$ cat config.mk
export PLATFORM = sky130hd
export DESIGN_NAME = xfec_fifo
export DESIGN_NICKNAME = d
export VERILOG_FILES = /design/src/hdl/xfec_fifo.sv
export SDC_FILE = /design/constraint.sdc
export NUM_CORES = 1
export LEC_CHECK = 0
export ABC_AREA = 1
export BUFFER_PORTS_ARGS = -buffer_cell sky130_fd_sc_hd__buf_2
export CORE_MARGIN = 2
export CORE_UTILIZATION = 30
export DETAILED_ROUTE_END_ITERATION = 7
export SLEW_MARGIN = 20
export SYNTH_ARGS = -nofsm -noshare
export SYNTH_HDL_FRONTEND = slang
export SYNTH_SLANG_ARGS = --single-unit
$ cat constraint.sdc
create_clock -name clock -period 2.3 [get_ports clock]
set_clock_uncertainty 0.15 [all_clocks]
set_input_delay 0.115 -clock clock [delete_from_list [all_inputs] [get_ports clock]]
set_output_delay 0.115 -clock clock [all_outputs]
set_load 0.05 [all_outputs]
$ cat src/hdl/xfec_fifo.sv
module xfec_fifo #(
   parameter int WIDTH = 8,
   parameter int DEPTH = 4,
   localparam int PTR_W = (DEPTH > 1) ? $clog2(DEPTH) : 1,
   localparam int CNT_W = $clog2(DEPTH + 1)
) (
   input  logic             clock,
   input  logic             reset,
   input  logic             push,
   input  logic [WIDTH-1:0] wr_data,
   output logic             full,
   input  logic             pop,
   output logic [WIDTH-1:0] rd_data,
   output logic             empty,
   output logic [CNT_W-1:0] count
);

   localparam logic [PTR_W-1:0] LAST_PTR = PTR_W'(DEPTH - 1);
   localparam logic [CNT_W-1:0] FULL_CNT = CNT_W'(DEPTH);

   logic [WIDTH-1:0] entry_ff [DEPTH];
   logic [PTR_W-1:0] wr_ptr_ff;
   logic [PTR_W-1:0] rd_ptr_ff;
   logic [CNT_W-1:0] count_ff;
   logic             do_push;
   logic             do_pop;

   assign full    = (count_ff == FULL_CNT);
   assign empty   = (count_ff == '0);
   assign do_push = push && !full;
   assign do_pop  = pop && !empty;
   assign rd_data = entry_ff[rd_ptr_ff];
   assign count   = count_ff;

   always_ff @(posedge clock) begin
      if (reset) begin
         wr_ptr_ff <= '0;
         rd_ptr_ff <= '0;
         count_ff  <= '0;
      end else begin
         if (do_push) begin
            wr_ptr_ff <= (wr_ptr_ff == LAST_PTR) ? '0 : wr_ptr_ff + 1'b1;
         end
         if (do_pop) begin
            rd_ptr_ff <= (rd_ptr_ff == LAST_PTR) ? '0 : rd_ptr_ff + 1'b1;
         end
         if (do_push && !do_pop) begin
            count_ff <= count_ff + 1'b1;
         end else if (do_pop && !do_push) begin
            count_ff <= count_ff - 1'b1;
         end
      end
   end

   always_ff @(posedge clock) begin
      if (do_push) begin
         entry_ff[wr_ptr_ff] <= wr_data;
      end
   end

endmodule

==> metrics <==
first-pass GRT wire length=5350 um; DIE HEIGHT=79.2 um; Crit-path slowest cell=fa_1; Die Wd=79.2 um; worst-path fanout max=7; Cell Int Power=1540 uW; Rows=27; initial antenna violation count=0; critical path's top delay family=adder cells; post-synthesis sequential area ratio=67.3%; die area=0.00627 mm^2; Post-Place Cells=246; H-tree level count=2; hpwl dp=2150 um; CP cell instances=nor2_1, nand2_1, nand2_2, inv_1, ha_1, inv_1, fa_1, o21ai_0, nor2_1; Worst-Skew Late Latency=290 ps; Logic pwr share=40.9%; fin util=39.2%; CP required=2330 ps; R2R depth=9; Hold Crit Class=input port to flop; vias in the first global route=1180; Layout area overhead=26.5%; WL/cell=12.2 um; Seq cells post-synth=41; CTS Hold Bufs=11; Total GRT Usage=11.2%; Max VDD drop=0.000591 V; Reg power frac=37.4%; Distinct cells, synth=19; CTS Sinks=41; TritonCTS Buffers=5; clk slew on worst S/H paths=80 ps; minimum clock period=2040 ps; Leak=0.000874 uW; n_diodes=0; First DRT Iteration DRCs=30; Crit path arrival time=2080 ps; crit path kind=flop to flop; Mapped Area=0.00170 mm^2; I/O pin count=25; Rel. slew slack=75.8%; Net Count, Synth=166; pwr/cell area=1250 mW/mm^2; Post-Route Setup TNS=0 ps; Tcrit/Tclk final=88.8%; CTS tree=built; unrepaired setup endpoints after global routing=false; yosys warns=0; number of endpoints failing setup at the final stage=0; Mapped Cells=147; CTS-repair resized insts=0; post-DR vias/cell=4.41; drt total wl=3240 um; core box area=0.00547 mm^2; final net count=211; power share of the clock group=21.7%; startpoint types=flop; Hold Path Stages=3; antenna-violating nets left=0; First-pass DRT Iterations=4; routability cong.=0.740; DR vias=1169; hold_ws=371 ps; Fin. Hold Viols=0; Max Cap Viol=0; switch share=42.9%; CP Capture Type=flop; Worst Path Buf+Inv=2; syn avg cell area=11.5 um^2; sw power=1160 uW; layout cells sized above 1=21.8%; Non-Filler Instances=265; Clock Path Buffers=2; buffers added on ports=24; critical path depth in cells=9; Post-CTS Setup Inserts=0; run status=finished, final reports clean; drt drc=0; initial cell density of the core=31.0%; total grt overflow=0; fin. max-slew vios=0; Peak Freq=490 MHz; peak per-stage delay on the critical path=410 ps; Slew @ Worst Pin=362 ps; largest net degree at the start of global routing=17; clk root buf=clkbuf_8
==> power by group through the flow <==
stage          logic [uW]  clock network (uW)  registers (uW)
3_3_place_gp         1090                   0            1020
3_5_place_dp         1100                   0            1030
4_1_cts              1120                 600            1010
6_report             1100                 583            1010
5_1_grt              1200                 631            1020
2_1_floorplan         795                   0            1070
==> cells in the final DEF, fill, tap and decap left out, types with 2 or more instances in the layout <==
cell and count:
a21oi_1 2, buf_2 24, buf_4 5, clkbuf_8 5, dfxtp_1 9, dlygate4sd3_1 11, edfxtp_1 32, ha_1 6
inv_1 17, nand2_1 13, nand3b_1 2, nor2_1 33, o21ai_0 13, o21ai_2 3, o22ai_1 8
==> tightest hold or removal path, delay by kind of cell <==
family | cells | cell delay (ps)
and+or+nand+nor | 1 | 40
buffers and inverters | 2 | 620
==> flip-flops by register name (all words and copies together) (netlist names), named ones only <==
register / flops
wr_ptr_ff: 2
entry_ff: 32
count: 3
rd_ptr_ff: 2
==> Yosys cell counts, drive strengths merged <==
master	instances	area [um^2]
nand3b	2	15.0
inv	18	67.6
ha	6	75.1
fa	1	20.0
edfxtp	32	961
xor2	1	8.76
dfxtp	9	180
buf	2	22.5
nor2	33	124
nand3	1	5.00
o22ai	8	50.1
o21ai	17	96.3
a21oi	2	10.0
nand4	1	6.26
nand2	14	55.1
==> routing by layer <==
metal	vias up	wire, um	track usage [%]
met5	-	0	0
met1	553	1430	12.8
met4	0	34	3.62
li1	588	-	-
met2	24	1630	20.2
met3	4	134	3.18
==> cell families (layout without fill, tap and decap cells) <==
| group | count (synthesis) | count (layout) | synth area share, % |
|---|---|---|---|
| adder cells (fa/ha/maj) | 7 | 7 | 5.60 |
| XOR/XNOR | 1 | 1 | 0.516 |
| AO/OA/AOI/OAI | 27 | 27 | 9.22 |
| AND/OR/NAND/NOR | 51 | 51 | 12.1 |
| flip-flops | 41 | 41 | 67.3 |
| buffers and inverters | 20 | 66 | 5.31 |
==> layout make-up <==
cell class | instances | area [um^2]
fillers | 586 | 3330
flip-flops and latches | 41 | 1140
multi-input cells | 86 | 465
repair buffers | 40 | 268
well taps | 72 | 90.1
clock buffers | 5 | 68.8
inverters | 18 | 67.6
clock inverters | 3 | 46.3
==> worst paths after layout <==
path	startpoint	endpoint	slack, ps
max	count[1]	count[1]	260
min	reset	count[0]	370
max reg2reg	count[1]	count[1]	260
min reg2reg	rd_ptr_ff[1]	rd_ptr_ff[1]	380
==> stage by stage <==
step / area [um^2] / setup WS, ps / total power, uW
6_report: 2150 / 258 / 2690
5_1_grt: 2150 / 82.1 / 2850
4_1_cts: 2150 / 247 / 2730
3_5_place_dp: 1920 / 269 / 2130
3_3_place_gp: 1920 / 357 / 2110
2_1_floorplan: 1700 / 92.6 / 1860
Note: power is estimated with default switching activity, not from simulation.
