===== src/hdl/xfec_pkg.sv =====
package xfec_pkg;

   localparam int SEQ_W  = 32;
   localparam int WORD_W = 64;
   localparam int POS_W  = 5;
   localparam int KIND_W = 2;
   localparam int GS_W   = 4;
   localparam int FIG_W  = 3;

   localparam logic       MODE_DATA = 1'b0;
   localparam logic       MODE_NACK = 1'b1;

   localparam logic [KIND_W-1:0] KIND_DATA   = 2'd0;
   localparam logic [KIND_W-1:0] KIND_PARITY = 2'd1;
   localparam logic [KIND_W-1:0] KIND_RETX   = 2'd2;

   localparam logic [GS_W-1:0] GROUP_SIZE_RESET = 4'd2;
   localparam logic [GS_W-1:0] GROUP_SIZE_MIN   = 4'd1;
   localparam logic [GS_W-1:0] GROUP_SIZE_MAX   = 4'd8;

   localparam int CMD_DEPTH = 4;
   localparam int RSP_DEPTH = 4;
   localparam int RSP_CNT_W = 3;

   typedef struct packed {
      logic              mode;
      logic [SEQ_W-1:0]  seq_number;
      logic [WORD_W-1:0] payload_word;
   } req_type;

   typedef struct packed {
      logic [KIND_W-1:0] packet_kind;
      logic [SEQ_W-1:0]  packet_seq;
      logic [WORD_W-1:0] word_out;
      logic [POS_W-1:0]  word_position;
      logic              end_of_packet;
      logic              end_of_run;
   } rsp_type;

   typedef struct packed {
      logic              is_nack;
      logic              hit_valid;
      logic [SEQ_W-1:0]  seq;
      logic [WORD_W-1:0] word;
      logic [POS_W-1:0]  pos;
      logic              eop;
      logic              parity_follow;
      logic [SEQ_W-1:0]  parity_seq;
   } cmd_type;

endpackage


===== src/hdl/xfec_front.sv =====
module xfec_front #(
   parameter int HISTORY_SLOTS = 256,
   parameter int WORDS_PER_FRAME = 20,
   localparam int SLOT_W = (HISTORY_SLOTS > 1) ? $clog2(HISTORY_SLOTS) : 1,
   localparam int HADDR_W = (HISTORY_SLOTS * WORDS_PER_FRAME > 1) ?
                            $clog2(HISTORY_SLOTS * WORDS_PER_FRAME) : 1,
   localparam int IDX_W = (WORDS_PER_FRAME > 1) ? $clog2(WORDS_PER_FRAME) : 1
) (
   input  logic                  clock,
   input  logic                  reset,
   input  logic                  req_push,
   output logic                  req_full,
   input  xfec_pkg::req_type     req_payload,
   input  logic                  csr_write_enable,
   input  logic [3:0]            csr_write_data,
   input  logic                  cmd_full,
   output logic                  cmd_push,
   output xfec_pkg::cmd_type     cmd_data,
   output logic [SLOT_W-1:0]     cmd_slot,
   input  logic                  burst_done,
   input  logic [IDX_W-1:0]      parity_rd_idx,
   output logic [63:0]           parity_rd_word,
   output logic                  hist_wr_en,
   output logic [HADDR_W-1:0]    hist_wr_addr,
   output logic [63:0]           hist_wr_data,
   output logic                  tag_wr_en,
   output logic [SLOT_W-1:0]     tag_wr_addr,
   output logic [31:0]           tag_wr_data
);
   import xfec_pkg::*;

   localparam logic [SEQ_W-1:0]  RECIP    = SEQ_W'(64'hFFFF_FFFF / HISTORY_SLOTS);
   localparam logic [SLOT_W:0]   SLOTS_N  = (SLOT_W + 1)'(HISTORY_SLOTS);
   localparam logic [POS_W-1:0]  LAST_POS = POS_W'(WORDS_PER_FRAME - 1);

   // slot reduction pipeline
   logic                  s1_valid_ff;
   req_type               s1_item_ff;
   logic [SEQ_W-1:0]      s1_quot_ff;
   logic                  s2_valid_ff;
   req_type               s2_item_ff;
   logic [SLOT_W:0]       s2_rem_ff;
   logic                  s3_valid_ff;
   req_type               s3_item_ff;
   logic [SLOT_W-1:0]     s3_slot_ff;

   logic [2*SEQ_W-1:0]    product;
   logic [SEQ_W-1:0]      diff;
   logic [SLOT_W-1:0]     slot_in;
   logic                  advance;
   logic                  commit;

   // frame and group state
   logic [GS_W-1:0]          group_size_ff;
   logic [POS_W-1:0]         word_counter_ff;
   logic [POS_W-1:0]         word_counter_in;
   logic [FIG_W-1:0]         fig_ff;
   logic [FIG_W-1:0]         fig_in;
   logic [SEQ_W-1:0]         gfs_ff;
   logic [SEQ_W-1:0]         gfs_in;
   logic [HISTORY_SLOTS-1:0] valid_ff;
   logic [HISTORY_SLOTS-1:0] valid_in;
   logic                     block_ff;
   logic                     block_in;
   logic [WORD_W-1:0]        acc_ff [WORDS_PER_FRAME];

   logic                  is_data;
   logic [POS_W-1:0]      wc;
   logic                  last;
   logic [GS_W-1:0]       gs_eff;
   logic                  group_end;
   logic                  first_of_group;

   assign product = {{SEQ_W{1'b0}}, req_payload.seq_number} * {{SEQ_W{1'b0}}, RECIP};
   assign diff    = s1_item_ff.seq_number - SEQ_W'(s1_quot_ff * SEQ_W'(HISTORY_SLOTS));
   assign slot_in = (s2_rem_ff >= SLOTS_N) ? SLOT_W'(s2_rem_ff - SLOTS_N)
                                          : s2_rem_ff[SLOT_W-1:0];

   assign commit   = s3_valid_ff && !cmd_full && !block_ff;
   assign advance  = !s3_valid_ff || commit;
   assign req_full = !advance;

   assign is_data = (s3_item_ff.mode == MODE_DATA);
   assign wc      = (word_counter_ff > LAST_POS) ? '0 : word_counter_ff;
   assign last    = (wc == LAST_POS);

   always_comb begin
      if (group_size_ff == '0) begin
         gs_eff = GROUP_SIZE_MIN;
      end else if (group_size_ff > GROUP_SIZE_MAX) begin
         gs_eff = GROUP_SIZE_MAX;
      end else begin
         gs_eff = group_size_ff;
      end
   end

   assign group_end      = last && (({1'b0, fig_ff} + 4'd1) >= gs_eff);
   assign first_of_group = (wc == '0) && (fig_ff == '0);

   always_comb begin
      valid_in        = valid_ff;
      word_counter_in = word_counter_ff;
      fig_in          = fig_ff;
      gfs_in          = gfs_ff;
      block_in        = block_ff;
      if (burst_done) begin
         block_in = 1'b0;
      end
      if (commit) begin
         if (is_data) begin
            if (wc == '0) begin
               valid_in[s3_slot_ff] = 1'b0;
            end
            if (first_of_group) begin
               gfs_in = s3_item_ff.seq_number;
            end
            if (last) begin
               valid_in[s3_slot_ff] = 1'b1;
               word_counter_in      = '0;
               fig_in               = group_end ? '0 : fig_ff + 1'b1;
            end else begin
               word_counter_in = wc + 1'b1;
            end
         end
         if (!is_data || group_end) begin
            block_in = 1'b1;
         end
      end
   end

   assign cmd_push               = commit;
   assign cmd_slot               = s3_slot_ff;
   assign cmd_data.is_nack       = (s3_item_ff.mode == MODE_NACK);
   assign cmd_data.hit_valid     = valid_ff[s3_slot_ff];
   assign cmd_data.seq           = s3_item_ff.seq_number;
   assign cmd_data.word          = s3_item_ff.payload_word;
   assign cmd_data.pos           = wc;
   assign cmd_data.eop           = last;
   assign cmd_data.parity_follow = is_data && group_end;
   assign cmd_data.parity_seq    = first_of_group ? s3_item_ff.seq_number : gfs_ff;

   assign hist_wr_en   = commit && is_data;
   assign hist_wr_addr = HADDR_W'(s3_slot_ff) * HADDR_W'(WORDS_PER_FRAME) + HADDR_W'(wc);
   assign hist_wr_data = s3_item_ff.payload_word;
   assign tag_wr_en    = commit && is_data && last;
   assign tag_wr_addr  = s3_slot_ff;
   assign tag_wr_data  = s3_item_ff.seq_number;

   assign parity_rd_word = acc_ff[parity_rd_idx];

   always_ff @(posedge clock) begin
      if (reset) begin
         s1_valid_ff     <= 1'b0;
         s2_valid_ff     <= 1'b0;
         s3_valid_ff     <= 1'b0;
         group_size_ff   <= GROUP_SIZE_RESET;
         word_counter_ff <= '0;
         fig_ff          <= '0;
         gfs_ff          <= '0;
         valid_ff        <= '0;
         block_ff        <= 1'b0;
      end else begin
         if (advance) begin
            s1_valid_ff <= req_push;
            s2_valid_ff <= s1_valid_ff;
            s3_valid_ff <= s2_valid_ff;
         end
         if (csr_write_enable) begin
            group_size_ff <= csr_write_data;
         end
         word_counter_ff <= word_counter_in;
         fig_ff          <= fig_in;
         gfs_ff          <= gfs_in;
         valid_ff        <= valid_in;
         block_ff        <= block_in;
      end
   end

   always_ff @(posedge clock) begin
      if (advance) begin
         s1_item_ff <= req_payload;
         s1_quot_ff <= product[2*SEQ_W-1:SEQ_W];
         s2_item_ff <= s1_item_ff;
         s2_rem_ff  <= diff[SLOT_W:0];
         s3_item_ff <= s2_item_ff;
         s3_slot_ff <= slot_in;
      end
      if (commit && is_data) begin
         acc_ff[wc[IDX_W-1:0]] <= (fig_ff == '0) ? s3_item_ff.payload_word
                                 : acc_ff[wc[IDX_W-1:0]] ^ s3_item_ff.payload_word;
      end
   end

   a_done_while_blocked: assert property (@(posedge clock) disable iff (reset)
      burst_done |-> block_ff)
      else $error("burst completion seen with no burst outstanding");

   a_slot_valid_after_frame: assert property (@(posedge clock) disable iff (reset)
      (commit && is_data && last) |=> valid_ff[$past(s3_slot_ff)])
      else $error("history slot not marked valid after its frame closed");

   a_word_counter_range: assert property (@(posedge clock) disable iff (reset)
      word_counter_ff <= LAST_POS)
      else $error("word counter beyond frame length");

endmodule


===== config.mk =====
export PLATFORM = sky130hd
export DESIGN_NAME = xfec_front
export DESIGN_NICKNAME = d
export VERILOG_FILES = /design/src/hdl/xfec_pkg.sv /design/src/hdl/xfec_front.sv
export SDC_FILE = /design/constraint.sdc
export NUM_CORES = 2
export LEC_CHECK = 0
export ABC_AREA = 0
export BUFFER_PORTS_ARGS = -buffer_cell sky130_fd_sc_hd__buf_2
export CAP_MARGIN = 20
export CORE_UTILIZATION = 30
export DETAILED_ROUTE_END_ITERATION = 6
export PLACE_DENSITY = 0.51
export SKIP_LAST_GASP = 1
export SLEW_MARGIN = 10
export SYNTH_ARGS = -nofsm -noshare
export SYNTH_HDL_FRONTEND = slang
export SYNTH_SLANG_ARGS = --single-unit

===== constraint.sdc =====
create_clock -name clock -period 22.3 [get_ports clock]
set_clock_uncertainty 0.1 [all_clocks]
set_input_delay 1.115 -clock clock [delete_from_list [all_inputs] [get_ports clock]]
set_output_delay 1.115 -clock clock [all_outputs]
set_load 0.05 [all_outputs]

==> impl_metrics.yaml <==
outcome:
  status: "finished, violations left"
  violations: "design-rule violations"
global_routing:
  grt_start_max_net_pins: 159
  antenna_found_initial: 6
  grt_pass1_vias: 54870
  grt_pass1_wl_mm: 392.8
  gr-total-overflow: 0
  grt_use_total_pct: 19.20
setup_path:
  endpoint_kind: "output port"
  critical_path_class: "register to output port"
  worstPathCellList: "buf_4, buf_4, mux4_2, mux4_2, mux2_2, nor3_1, a31oi_1, nand4_1, o31ai_1, buf_2"
  critical_path_arrival_ns: 5.11
  reg2reg_slack_ns: 16.45
  worstSetupStartpointType: "register"
  rr_worst_depth: 11
  timing.rr.start: "word_counter_ff[4]$_SDFFE_PP0P_"
  crit_path_top_delay_cell: "buf_4"
  crit_required_ns: 21.09
  critPathMaxStageDelay_ns: 0.83
  crit_fanout: 52
  reg2reg_to: "acc_ff[14][20]$_DFFE_PP_"
synthesis:
  yosys.area_share.simple_pct: 6.297
  synth_mux_area_share_pct: 13.79
  synth_top_area_share_pct: 57.01
  synth_fa_ha_area_share_pct: 0.4264
  synth_area_um2: 82750
  synth_edf_count: 1571
  netlist_instances: 5849
  synthArstFlopShare_pct: 0
  yosysUniqueCellTypes: 55
  synth_warnings: 0
  avgSynthCellArea_um2: 14.15
  yosysMostFrequentCell: "edfxtp_1"
  yosysSeqAreaShare_pct: 64.36
  synth-compound-area-share_pct: 10.73
  yosys_most_used_dff: "edfxtp_1"
  synth_largest_area_cell: "edfxtp_1"
  synth-seq-cells: 1875
  synth-xor-area-share_pct: 0.8255
  synthTopCellsByCount: "edfxtp_1 (1571), nand2_1 (956), a21oi_1 (594), mux4_2 (452), a221o_1 (320)"
  syn_nets: 5988
  yosys-top-cells-area: "edfxtp_1 (57%), mux4_2 (12%), dfxtp_1 (7.4%), nand2_1 (4.3%), a221o_1 (3.9%)"
  synth_top_family_by_area: "multiplexers"
timing:
  hold_viol: 0
  max_freq_ghz: 0.1580
  slew_viol_final: 0
  finalCritPeriodShare_pct: 28.38
  tightest_slew_ns: 1.202
  maxSlewHeadroom_pct: 19.79
  setup-violations-final: 0
  layout_setup_ws_ns: 15.97
  min_period_ns: 6.328
  tns_ns: 0
  rsz0062_at_grt: "no"
clock_network:
  numCtsBuffers: 212
  cts_resized: 0
  post-cts-setup-buffer-count: 0
  root_buffer: "clkbuf_16"
  htree_levels: 4
  clk_latency_ns: 0.94
  clock_sinks: 1875
  tritoncts: "yes"
  clk_pin_slew_worst_paths_ns: 0.06
  clockBufferDepth: 4
  ctsHoldBuffers: 0
floorplan:
  fp.dieW_um: 527.2
  rows: 192
  die_h_um: 527.2
  die_area_um2: 278000
  coreArea_um2: 273900
  initial_core_util_pct: 30.22
  ios: 442
placement:
  dp_hpwl_mm: 147.3
  globalplace.congestion: 0.8016
  place_ws_ns: 16.03
  port_buffers: 441
route:
  drt-pass1-iter-count: 7
  ant_nets: 0
  first_iter_violations: 5925
  routedWlPerCell_um: 27.93
  routed_via_density: 5.561
  vias: 54790
  drc: 4
  routed_wl_mm: 275.2
finish:
  drive_gt1_share_pct: 24.78
  final_net_count: 6219
  syn_to_final_growth_pct: 15.23
power:
  ir_drop_uv: 55.33
  power.density_nw_per_um2: 86.48
  p_leak_nw: 31.30
job:
  drv_cap: 0
min_path:
  hp-class: "input pin to register"
  hold_depth: 1
  hp-start: "req_payload[39]"
  hold_path_end: "s1_item_ff[39]$_DFFE_PN_"
-- worst max-delay path: cells and delay by family, from the launching register on --
kind	cells	cell delay, ns
flip-flops	1	0.57
multiplexers	3	1.36
buffers and inverters	3	1.75
AO/OA/AOI/OAI	2	0.25
AND/OR/NAND/NOR	2	0.28
-- per-layer routing --
metal	track usage, %	share of wire (%)
met1	25.72	41
met2	30.88	47
met3	3.289	8.1
met4	7.589	4.0
met5	0	0
-- stage by stage --
step	instances	total power [W]	instance area [um2]	hold slack (ns)	util, %
after floorplan	5849	0.004636	82750	0.3003	-
after global placement	9411	0.004843	87830	0.3001	32.07
final	9853	0.008247	95360	0.2655	34.82
after global routing	9850	0.008498	95350	0.2249	34.82
after CTS	9839	0.008332	95050	0.1948	34.71
after detailed placement	9446	0.004862	88200	0.3045	32.21
-- placed cells by master (no fill, tap or decap), types with 11 or more instances in the layout --
cell type   synthesis  final
a21oi_1           594    594
a221o_1           320    320
buf_2             123    435
buf_4             136    129
buf_6               2     19
bufinv_16           0     14
clkbuf_1          303     30
clkbuf_16           0    216
clkbuf_8            0     13
clkinv_1            2     45
clkinv_2            0     43
clkinvlp_4          0     16
dfxtp_1           304    304
edfxtp_1         1571   1571
ha_1               25     25
inv_1              18     17
mux2_2             97     97
mux2i_1            14     14
mux4_2            452    452
nand2_1           956    953
nand2b_1           14     11
nand3_1            23     22
nor2_1            143    109
nor2_2              1     15
nor2_4              0     20
nor2b_1            18     18
nor3_1            119    119
o21ai_0           303    303
o21ai_1            24     24
o22ai_1           130    130
xor2_1             67     38
xor2_2              0     29
-- how the worst max path moves through the flow --
stage                                         from            endpoint  slack [ns]  cells past startpoint
final                     tag_wr_data[0]$_DFFE_PN_       cmd_data[135]       15.97                     10
after global routing      tag_wr_data[0]$_DFFE_PN_       cmd_data[135]       15.58                     10
after CTS                 tag_wr_data[0]$_DFFE_PN_       cmd_data[135]       15.79                      9
after detailed placement          parity_rd_idx[0]  parity_rd_word[48]       16.03                      7
after global placement            parity_rd_idx[0]  parity_rd_word[48]       16.07                      7
after floorplan                           cmd_full            req_full       11.21                      3
-- flip-flops by register name, indices dropped and copies added (netlist names), 5 cells and up --
signal,count
s2_item_ff,97
gfs_ff,32
tag_wr_data,32
word_counter_ff,5
valid_ff,256
s1_item_ff,97
acc_ff,1280
hist_wr_data,64
-- cell families after synthesis --
| logic type | Yosys count |
|---|---|
| adders and majority gates | 27 |
| DFF | 1875 |
| AOI/OAI and AO/OA | 1404 |
| muxes | 563 |
| and+or+nand+nor | 1297 |
| buffers and inverters | 605 |
| xor gates and xnor gates | 78 |
-- power by group --
| part | internal (W) | leakage [nW] | total [W] | switching [W] |
|---|---|---|---|---|
| clock | 0.00198 | 3.33 | 0.00346 | 0.00149 |
| combinational | 0.000211 | 11.0 | 0.000809 | 0.000598 |
| sequential | 0.00392 | 17.0 | 0.00397 | 0.0000572 |
| total | 0.00611 | 31.3 | 0.00825 | 0.00214 |
-- layout make-up --
cell class | count | area (um2)
diodes | 5 | 12.51
clock buffers | 258 | 5683
clock inverters | 135 | 1164
fillers | 26260 | 178500
inverters | 23 | 96.34
multi-input cells | 3369 | 27030
flip-flops and latches | 1875 | 53260
well taps | 3589 | 4491
repair buffers | 599 | 3628
Power figures use the tool's default switching activity.
