**config.mk**
```make
export PLATFORM = sky130hd
export DESIGN_NAME = xfec_back
export DESIGN_NICKNAME = d
export VERILOG_FILES = /design/src/hdl/xfec_pkg.sv /design/src/hdl/xfec_back.sv
export SDC_FILE = /design/constraint.sdc
export NUM_CORES = 1
export LEC_CHECK = 0
export BUFFER_PORTS_ARGS = -buffer_cell sky130_fd_sc_hd__buf_2
export CAP_MARGIN = 20
export CORE_AREA = 2 2 173 175
export CTS_BUF_LIST = sky130_fd_sc_hd__clkbuf_4 sky130_fd_sc_hd__clkbuf_8
export DETAILED_ROUTE_END_ITERATION = 12
export DIE_AREA = 0 0 175 177
export MAX_ROUTING_LAYER = met4
export PLACE_DENSITY = 0.64
export SLEW_MARGIN = 20
export SYNTH_ARGS = -nofsm -noshare
export SYNTH_HDL_FRONTEND = slang
export SYNTH_SLANG_ARGS = --single-unit
```
**constraint.sdc**
```tcl
create_clock -name clock -period 29.2 [get_ports clock]
set_input_delay 5.84 -clock clock [delete_from_list [all_inputs] [get_ports clock]]
set_output_delay 5.84 -clock clock [all_outputs]
set_load 0.02 [all_outputs]
```
**src/hdl/xfec_pkg.sv**
```systemverilog
package xfec_pkg;

   localparam int SEQ_W  = 32;
   localparam int WORD_W = 64;
   localparam int POS_W  = 5;
   localparam int KIND_W = 2;
   localparam int GS_W   = 4;
   localparam int FIG_W  = 3;

   localparam logic       MODE_DATA = 1'b0;
   localparam logic       MODE_NACK = 1'b1;

   localparam logic [KIND_W-1:0] KIND_DATA   = 2'd0;
   localparam logic [KIND_W-1:0] KIND_PARITY = 2'd1;
   localparam logic [KIND_W-1:0] KIND_RETX   = 2'd2;

   localparam logic [GS_W-1:0] GROUP_SIZE_RESET = 4'd2;
   localparam logic [GS_W-1:0] GROUP_SIZE_MIN   = 4'd1;
   localparam logic [GS_W-1:0] GROUP_SIZE_MAX   = 4'd8;

   localparam int CMD_DEPTH = 4;
   localparam int RSP_DEPTH = 4;
   localparam int RSP_CNT_W = 3;

   typedef struct packed {
      logic              mode;
      logic [SEQ_W-1:0]  seq_number;
      logic [WORD_W-1:0] payload_word;
   } req_type;

   typedef struct packed {
      logic [KIND_W-1:0] packet_kind;
      logic [SEQ_W-1:0]  packet_seq;
      logic [WORD_W-1:0] word_out;
      logic [POS_W-1:0]  word_position;
      logic              end_of_packet;
      logic              end_of_run;
   } rsp_type;

   typedef struct packed {
      logic              is_nack;
      logic              hit_valid;
      logic [SEQ_W-1:0]  seq;
      logic [WORD_W-1:0] word;
      logic [POS_W-1:0]  pos;
      logic              eop;
      logic              parity_follow;
      logic [SEQ_W-1:0]  parity_seq;
   } cmd_type;

endpackage

```
**src/hdl/xfec_back.sv**
```systemverilog
module xfec_back #(
   parameter int HISTORY_SLOTS = 256,
   parameter int WORDS_PER_FRAME = 20,
   localparam int SLOT_W = (HISTORY_SLOTS > 1) ? $clog2(HISTORY_SLOTS) : 1,
   localparam int HADDR_W = (HISTORY_SLOTS * WORDS_PER_FRAME > 1) ?
                            $clog2(HISTORY_SLOTS * WORDS_PER_FRAME) : 1,
   localparam int IDX_W = (WORDS_PER_FRAME > 1) ? $clog2(WORDS_PER_FRAME) : 1
) (
   input  logic                            clock,
   input  logic                            reset,
   input  logic                            cmd_empty,
   output logic                            cmd_pop,
   input  xfec_pkg::cmd_type               cmd_data,
   input  logic [SLOT_W-1:0]               cmd_slot,
   output logic                            burst_done,
   output logic [IDX_W-1:0]                parity_rd_idx,
   input  logic [63:0]                     parity_rd_word,
   output logic                            tag_rd_en,
   output logic [SLOT_W-1:0]               tag_rd_addr,
   input  logic [31:0]                     tag_rd_data,
   output logic                            hist_rd_en,
   output logic [HADDR_W-1:0]              hist_rd_addr,
   input  logic [63:0]                     hist_rd_data,
   input  logic [xfec_pkg::RSP_CNT_W-1:0]  out_count,
   output logic                            out_push,
   output xfec_pkg::rsp_type               out_data
);
   import xfec_pkg::*;

   localparam logic [POS_W-1:0] LAST_POS = POS_W'(WORDS_PER_FRAME - 1);

   typedef enum logic [1:0] {
      ST_IDLE,
      ST_TAG_WAIT,
      ST_PARITY,
      ST_RETX
   } state_type;

   state_type           state_ff;
   logic [POS_W-1:0]    cnt_ff;
   logic [SEQ_W-1:0]    seq_ff;
   logic [SLOT_W-1:0]   slot_ff;
   logic                hit_valid_ff;
   logic                s1_valid_ff;
   rsp_type             s1_meta_ff;
   logic                s1_from_ram_ff;

   logic [RSP_CNT_W-1:0] occupancy;
   logic                 can_issue;
   logic                 burst_last;
   logic                 issue_parity;
   logic                 issue_retx;
   logic                 tag_hit;

   assign occupancy    = out_count + RSP_CNT_W'(s1_valid_ff);
   assign can_issue    = occupancy < RSP_CNT_W'(RSP_DEPTH);
   assign burst_last   = (cnt_ff == LAST_POS);
   assign issue_parity = (state_ff == ST_PARITY) && can_issue;
   assign issue_retx   = (state_ff == ST_RETX) && can_issue;
   assign tag_hit      = hit_valid_ff && (tag_rd_data == seq_ff);

   assign cmd_pop      = (state_ff == ST_IDLE) && !cmd_empty && can_issue;
   assign tag_rd_en    = cmd_pop && cmd_data.is_nack;
   assign tag_rd_addr  = cmd_slot;
   assign hist_rd_en   = issue_retx;
   assign hist_rd_addr = HADDR_W'(slot_ff) * HADDR_W'(WORDS_PER_FRAME) + HADDR_W'(cnt_ff);
   assign parity_rd_idx = cnt_ff[IDX_W-1:0];

   assign burst_done = ((issue_parity || issue_retx) && burst_last) ||
                       ((state_ff == ST_TAG_WAIT) && !tag_hit);

   always_comb begin
      out_data = s1_meta_ff;
      if (s1_from_ram_ff) begin
         out_data.word_out = hist_rd_data;
      end
   end
   assign out_push = s1_valid_ff;

   always_ff @(posedge clock) begin
      if (reset) begin
         state_ff    <= ST_IDLE;
         s1_valid_ff <= 1'b0;
      end else begin
         s1_valid_ff <= 1'b0;
         unique case (state_ff)
            ST_IDLE: begin
               if (cmd_pop) begin
                  if (cmd_data.is_nack) begin
                     seq_ff       <= cmd_data.seq;
                     slot_ff      <= cmd_slot;
                     hit_valid_ff <= cmd_data.hit_valid;
                     state_ff     <= ST_TAG_WAIT;
                  end else begin
                     s1_valid_ff                <= 1'b1;
                     s1_from_ram_ff             <= 1'b0;
                     s1_meta_ff.packet_kind     <= KIND_DATA;
                     s1_meta_ff.packet_seq      <= cmd_data.seq;
                     s1_meta_ff.word_out        <= cmd_data.word;
                     s1_meta_ff.word_position   <= cmd_data.pos;
                     s1_meta_ff.end_of_packet   <= cmd_data.eop;
                     s1_meta_ff.end_of_run      <= !cmd_data.parity_follow;
                     if (cmd_data.parity_follow) begin
                        seq_ff   <= cmd_data.parity_seq;
                        cnt_ff   <= '0;
                        state_ff <= ST_PARITY;
                     end
                  end
               end
            end
            ST_TAG_WAIT: begin
               if (tag_hit) begin
                  cnt_ff   <= '0;
                  state_ff <= ST_RETX;
               end else begin
                  state_ff <= ST_IDLE;
               end
            end
            ST_PARITY, ST_RETX: begin
               if (can_issue) begin
                  s1_valid_ff                <= 1'b1;
                  s1_from_ram_ff             <= (state_ff == ST_RETX);
                  s1_meta_ff.packet_kind     <= (state_ff == ST_RETX) ? KIND_RETX : KIND_PARITY;
                  s1_meta_ff.packet_seq      <= seq_ff;
                  s1_meta_ff.word_out        <= parity_rd_word;
                  s1_meta_ff.word_position   <= cnt_ff;
                  s1_meta_ff.end_of_packet   <= burst_last;
                  s1_meta_ff.end_of_run      <= burst_last;
                  if (burst_last) begin
                     state_ff <= ST_IDLE;
                  end else begin
                     cnt_ff <= cnt_ff + 1'b1;
                  end
               end
            end
            default: begin
               state_ff <= ST_IDLE;
            end
         endcase
      end
   end

   a_no_overflow: assert property (@(posedge clock) disable iff (reset)
      s1_valid_ff |-> (out_count < RSP_CNT_W'(RSP_DEPTH)))
      else $error("result queue overrun");

   a_tag_wait_single: assert property (@(posedge clock) disable iff (reset)
      (state_ff == ST_TAG_WAIT) |=> (state_ff == ST_RETX || state_ff == ST_IDLE))
      else $error("tag lookup did not resolve in one cycle");

endmodule

```
==> impl_metrics.csv, run 1 <==
group,metric,value,unit
run_status,outcome,"complete, no violations",
pwr,comb_power_share,0.174,
global_route,grt_pass1_vias,6392,
die,start_util,0.2926,
placed_design,numPortBuffers,446,
min_path,worstHoldPathCells,1,
pwr,clkPwrFrac,0.359,
pwr,ir_drop,0.00002895,V
clock_network,post_cts_resized,0,
setup_path,r2r-start,"state_ff[1]",
sta,period_share,0.4602,
setup_path,cp.required,23.36,ns
setup_path,cpPeakStageDelay,0.53,ns
sta,maxSlewHeadroom,0.3031,
yosys,syn_nets,920,
job,drv_cap,0,
setup_path,critPathKind,"in2out",
sta,finClkSkew,0.01932,ns
placed_design,dpl.hpwl,21.11,mm
setup_path,crit_path_end_kind,"primary output",
clock_network,clk_latency,0.46,ns
final_layout,nets,1316,
route,drc_errors,0,
final_layout,layout_common_cells,"447 x buf_2, 197 x mux2_2, 151 x edfxtp_1",
pwr,seqPwrFrac,0.467,
final_layout,final_common_cell,"buf_2",
clock_network,cts_made_buffers,17,
sta,fin_crit,13.44,ns
global_route,overflow,0,
clock_network,cts.sinks,154,
min_path,hp-start,"seq_ff[20]",
global_route,grt_pass1_wl,38.52,mm
yosys,ys.warnings.count,0,
setup_path,cp_slowest_cell,"nor4_1",
clock_network,ctsLongestPathBuffers,2,
yosys,yosysTopAreaCellShare,0.5298,
yosys,synth_seq_area_share,0.5368,
pwr,power.density,48.91,nW/um^2
sta,setup_slack,15.76,ns
global_route,antenna_found_initial,5,
clock_network,cts_tree,"yes",
route,via_per_inst,4.460,
route,wl_per_cell,19.25,um
die,dieArea,30980,sq um
yosys,yosys.area.top_type,"edfxtp_1",
clock_network,postCtsSetupBuffers,0,
setup_path,reg2reg_slack,26.03,ns
pwr,p_leak,4.728,nW
yosys,synth.distinct_cells,44,
route,drt_wl_total,26.85,mm
clock_network,cts-root-buf,"clkbuf_8",
final_layout,fin_area,11340,sq um
placed_design,place_congestion,0.9136,
route,postRouteAntennaNets,0,
setup_path,arrival,7.60,ns
pwr,p_int,0.0004146,W
route,firstDrtPassIters,4,
setup_path,reg2regPathDepth,4,
yosys,synth_flop_cell,"edfxtp_1",
yosys,synthCells,591,
setup_path,crit_fanout,2,
pwr,p_sw,0.0001403,W
die,die_x,175,um
setup_path,crit_path_start_kind,"primary input",
final_layout,drive_above_1_share,0.6980,
min_path,hp-class,"reg2reg",
global_route,grt_max_degree,72,
placed_design,preCtsSetupSlack,15.71,ns
global_route,grt_use_total,0.1742,
setup_path,timing.rr.end,"s1_meta_ff[57]",
sta,rsz0062_at_grt,"no",
route,dr_total_vias,6222,
yosys,synth_area_leaders,"edfxtp_1 53%, mux2_2 26%, buf_4 4.5%",
clock_network,clk_pin_slew,0.09,ns
die,core,29240,sq um
final_layout,area_growth,32.56,%
yosys,syn_area,8558,sq um
yosys,synth-seq-cells,154,
sta,hold_violations,0,
sta,tns,0,ns
setup_path,path_cells,"buf_2 > xor2_1 > nor4_1 > nand4_1 > nor2_1 > and2_1 > o21ai_0 > buf_2",
min_path,hold_end,"out_data[91]",
die,die_h,177,um
sta,worst-slew-pin-transition,1.043,ns
setup_path,critPathMostFrequentCell,"buf_2",
yosys,syn_area_per_cell,14.48,sq um
clock_network,htree_num_levels,4,
yosys,synth-edff-count,151,
sta,setup_viol,0,
route,drtIter0Drc,326,
sta,timing.final.max_slew_violations,0,
die,num_rows,63,
clock_network,cts_hold_buf,0,
yosys,ys_async_sr_fraction,0,
die,ioPinCount,447,
sta,max_freq,0.07442,GHz
pwr,sw_frac_of_total,0.2528,
placed_design,dpl_cell_area,10850,sq um
==> worst max path at each step <==
stage                   start  slack [ns]  depth (start not counted)           to
2_1_floorplan    out_count[1]       15.13                          3  out_data[0]
6_report       tag_rd_data[7]       15.76                          8   burst_done
4_1_cts        tag_rd_data[7]       15.71                          8   burst_done
5_1_grt        tag_rd_data[7]       15.60                          8   burst_done
3_5_place_dp   tag_rd_data[7]       15.71                          8   burst_done
3_3_place_gp   tag_rd_data[7]       15.75                          8   burst_done
==> area by class of cell <==
cell class / count / area (sq um)
multi-input combinational: 349 / 3446
fill: 2896 / 17900
inverter: 12 / 45.04
timing repair buffer: 453 / 2282
sequential: 154 / 4598
clock inverter: 13 / 224.0
tap: 390 / 488.0
antenna: 5 / 12.51
clock buffer: 19 / 249.0
==> synthesized netlist by cell type (2+ instances only) <==
cell type / instances
mux2_2: 197
nor3_1: 6
o21ai_1: 2
a21oi_1: 9
buf_1: 6
and2_1: 6
inv_1: 12
a211o_1: 2
ha_1: 16
nand4_1: 3
dfxtp_1: 3
nor2b_1: 3
xnor2_1: 21
clkbuf_1: 12
edfxtp_1: 151
buf_2: 7
nor2_1: 11
or2_2: 2
o21ai_0: 5
nand2_1: 3
fa_1: 2
nor4_1: 5
nand2b_1: 4
xor2_1: 27
buf_4: 51
nand3_1: 7
==> state kept, by name, summed over array words and instances, names as in the netlist <==
| signal | flops |
|---|---|
| state_ff | 2 |
| out_data | 41 |
| seq_ff | 32 |
| s1_meta_ff | 64 |
| slot_ff | 8 |
| out_push | 1 |
| hit_valid_ff | 1 |
| parity_rd_idx | 5 |
==> cells by family after synthesis <==
family | Yosys count | share of synthesized area
AND/OR/NAND/NOR | 60 | 0.04240
adder cells (fa/ha/maj) | 18 | 0.02807
multiplexers | 197 | 0.2592
AO/OA/AOI/OAI | 26 | 0.02237
buffers and inverters | 88 | 0.06199
flip-flops | 154 | 0.5368
XOR/XNOR | 48 | 0.04912
==> power groups by stage <==
stage / logic, W / registers (W) / clock network (W)
floorplan: 0.0000608 / 0.000262 / 0
global placement: 0.0000965 / 0.000264 / 0
detailed placement: 0.0000978 / 0.000265 / 0
CTS: 0.0000983 / 0.000259 / 0.000206
global route: 0.000104 / 0.000260 / 0.000213
finish: 0.0000965 / 0.000259 / 0.000199
==> through the flow <==
stage / util / cells / power, W / hold WS (ns)
finish: 0.3879 / 1395 / 0.0005549 / 0.6123
global route: 0.3879 / 1395 / 0.0005776 / 0.6328
CTS: 0.3873 / 1389 / 0.0005643 / 0.6185
detailed placement: 0.3712 / 1357 / 0.0003624 / 0.5913
global placement: 0.3712 / 1357 / 0.0003609 / 0.5883
floorplan: - / 591 / 0.0003233 / 0.5484
==> layer usage <==
| layer | vias up | routed length [um] | track usage | part of all wire |
|---|---|---|---|---|
| met4 | 0 | 430 | 0.05104 | 0.016 |
| met3 | 23 | 2183 | 0.05284 | 0.081 |
| met5 | - | 0 | - | 0 |
| met2 | 313 | 13300 | 0.2930 | 0.50 |
| li1 | 2948 | - | - | - |
| met1 | 2938 | 10930 | 0.2011 | 0.41 |
==> worst max-delay path, delay by kind of cell <==
family / cells / cell delay (ns)
and+or+nand+nor: 4 / 1.22
buffers and inverters: 2 / 0.29
AOI/OAI and AO/OA: 1 / 0.10
xor gates and xnor gates: 1 / 0.15
No activity file was read; power rests on OpenSTA's default activity.
==> run 2: changes to the inputs <==
Settings changed: ABC_AREA from default to 1, CORE_AREA 2 2 173 175 to 2 2 172 174, DIE_AREA 0 0 175 177 to 0 0 174 176, PLACE_DENSITY 0.64 to 0.66.
Clock period 29.2 ns to 12.4 ns, I/O delays scaled along.
==> run 2 against run 1 <==
Compared with the run above:
- design area up 2.4%
- critical endpoint unchanged
- first-iteration DRC count is 110% higher
- largest cell class unchanged
- critical path type unchanged
- routed wire length rose by 15%
- total power increased to 2.6 times the previous value
- via count is 32% higher
- clock-buffer cell count shrank 1
==> impl_metrics.csv, run 2 <==
group,metric,value,unit
global_route,grt_use_total,0.2017,
placed_design,dpl.hpwl,24.13,mm
sta,finClkSkew,0.01821,ns
final_layout,fillers,2963,
pwr,ir_drop,0.00005282,V
yosys,synth_compound_area_frac,0.03112,
sta,timing.final.max_slew_violations,0,
clock_network,clk_latency,0.46,ns
sta,max_freq,0.1581,GHz
global_route,grt_pass1_vias,8141,
yosys,synthCells,1026,
min_path,hp-class,"reg2reg",
global_route,overflow,0,
placed_design,numPortBuffers,446,
sta,fin_crit,6.325,ns
yosys,syn_area,8966,sq um
yosys,synth-edff-count,151,
clock_network,cts_tree,"yes",
clock_network,clk_pin_slew,0.09,ns
final_layout,area_growth,29.61,%
final_layout,nets,1740,
die,ioPinCount,447,
die,die_x,174,um
min_path,hp-start,"seq_ff[24]",
clock_network,cts-root-buf,"clkbuf_8",
yosys,synth_area_leaders,"edfxtp_1 51%, nand2_1 19%, mux2_2 8.0%",
route,via_per_inst,4.523,
die,core,28550,sq um
global_route,grt_max_degree,83,
yosys,synthAdderAreaFrac,0.02679,
sta,setup_slack,6.075,ns
sta,hold_ws,0.5803,ns
placed_design,preCtsSetupSlack,6.055,ns
run_status,outcome,"complete, no violations",
clock_network,postCtsSetupBuffers,0,
route,wl_met2,14.90,mm
route,firstDrtPassIters,5,
setup_path,crit_fanout,2,
yosys,yosys-top-cells-count,"461 x nand2_1, 151 x edfxtp_1, 79 x inv_1, 64 x mux2_2, 54 x nor2_1",
final_layout,top_register,"s1_meta_ff",
setup_path,reg2reg_slack,8.41,ns
route,drt_wl_total,30.84,mm
route,postRouteAntennaNets,0,
yosys,syn_area_per_cell,8.739,sq um
clock_network,ctsLongestPathBuffers,2,
yosys,synth.area.mux_share,0.08038,
setup_path,cp.required,9.92,ns
pwr,power.density,123.4,nW/um^2
route,met1_length,12.20,mm
global_route,grt_pass1_wl,45.28,mm
final_layout,drive_above_1_share,0.3897,
die,start_util,0.3141,
yosys,yosysTopAreaCellShare,0.5057,
clock_network,cts_made_buffers,17,
yosys,synth-seq-cells,154,
pwr,p_leak,5.810,nW
route,wl_per_cell,16.97,um
yosys,ys.warnings.count,0,
route,dr_total_vias,8218,
setup_path,reg2regPathDepth,8,
yosys,ys_async_sr_fraction,0,
global_route,antenna_found_initial,9,
final_layout,largest_reg_flops,64,
yosys,syn_nets,1355,
yosys,synth_top_family_by_area,"simple AND/OR/NAND/NOR gates",
clock_network,post_cts_resized,0,
final_layout,final_common_cell,"nand2_1",
route,drtIter0Drc,677,
setup_path,crit_path_end_kind,"primary output",
die,dieArea,30620,sq um
sta,period_share,0.5101,
setup_path,critPathKind,"in2out",
sta,maxSlewHeadroom,0.3694,
sta,rsz0062_at_grt,"no",
pwr,fin_total_pwr,0.001434,W
die,num_rows,62,
clock_network,cts.sinks,154,
placed_design,place_congestion,0.8561,
clock_network,htree_num_levels,4,
route,top_layer_used,"met4",
yosys,synth.distinct_cells,29,
yosys,synth.most_common_cell,"nand2_1",
job,drv_cap,0,
yosys,synthXorXnorAreaFrac,0.01842,
setup_path,arrival,3.84,ns
die,die_h,176,um
route,dr_wl_met3,2.934,mm
clock_network,cts_hold_buf,0,
yosys,synth_seq_area_share,0.5124,
min_path,worstHoldPathCells,2,
route,drc_errors,0,
yosys,synthSimpleGateAreaFrac,0.2374,
setup_path,r2r-start,"state_ff[1]",
setup_path,timing.rr.end,"s1_meta_ff[60]",
sta,setup_viol,0,
sta,hold_violations,0,
min_path,hold_end,"out_data[95]",
setup_path,crit_path_start_kind,"primary input",
yosys,synth_flop_cell,"edfxtp_1",
sta,tns,0,ns
final_layout,layout_common_cells,"461 x nand2_1, 446 x buf_2, 151 x edfxtp_1",
sta,worst-slew-pin-transition,0.9459,ns
yosys,yosys.area.top_type,"edfxtp_1",
[run 2: cell count changes after synthesis, moves of 5 or more]
cell,delta
and2_1,-6
xnor2_1,-14
inv_1,+67
clkbuf_1,+9
nor2_1,+43
xor2_1,-17
nand3_1,+9
nor4_1,-5
nand2_1,+458
mux2_2,-133
nand4_1,+7
o21ai_0,+30
[run 2: cells by family after synthesis]
group	count (synthesis)
AND/OR/NAND/NOR	550
multiplexers	64
AO/OA/AOI/OAI	53
flip-flops	154
buffers and inverters	169
adder cells (fa/ha/maj)	18
XOR/XNOR	18
[run 2: worst max path at each step]
| stage | start | to | cells past startpoint |
|---|---|---|---|
| 2_1_floorplan | out_count[1] | out_data[0] | 6 |
| 3_3_place_gp | tag_rd_data[16] | burst_done | 8 |
| 3_5_place_dp | tag_rd_data[16] | burst_done | 8 |
| 4_1_cts | tag_rd_data[16] | burst_done | 8 |
| 5_1_grt | tag_rd_data[16] | burst_done | 8 |
| 6_report | tag_rd_data[16] | burst_done | 8 |
[run 2: layout make-up]
| type | count | area [sq um] | area share |
|---|---|---|---|
| clock buffer | 18 | 241.5 | 0.02078 |
| tap | 384 | 480.5 | 0.04134 |
| antenna | 9 | 22.52 | 0.001938 |
| timing repair buffer | 454 | 2292 | 0.1972 |
| clock inverter | 14 | 130.1 | 0.01120 |
| multi-input combinational | 703 | 3550 | 0.3054 |
| inverter | 81 | 306.5 | 0.02638 |
| sequential | 154 | 4598 | 0.3957 |
[run 2: per-layer routing]
metal / GRT usage / vias up
met4: 0.06968 / 0
met2: 0.3332 / 418
met3: 0.05319 / 43
li1: - / 4045
met5: - / -
met1: 0.2393 / 3712
[run 2: worst max-delay path: stages]
cell	delay, ns
buf_2	0.11
xnor2_1	0.46
nand4_1	0.15
nor2_1	0.16
nand3_1	0.15
nand2_1	0.08
o21ai_0	0.07
buf_2	0.17
[run 2: through the flow]
stage,area (sq um),std cells,util
3_3_place_gp,11230,1776,0.3933
2_1_floorplan,8966,1026,-
4_1_cts,11600,1808,0.4063
6_report,11620,1817,0.4071
3_5_place_dp,11230,1776,0.3933
5_1_grt,11620,1816,0.4070
[run 2: power by group]
part	internal [W]	total (W)	switching [W]
clock network	0.000178	0.000383	0.000205
registers	0.000637	0.000651	0.0000143
logic	0.000137	0.000400	0.000262
total	0.000952	0.00143	0.000481
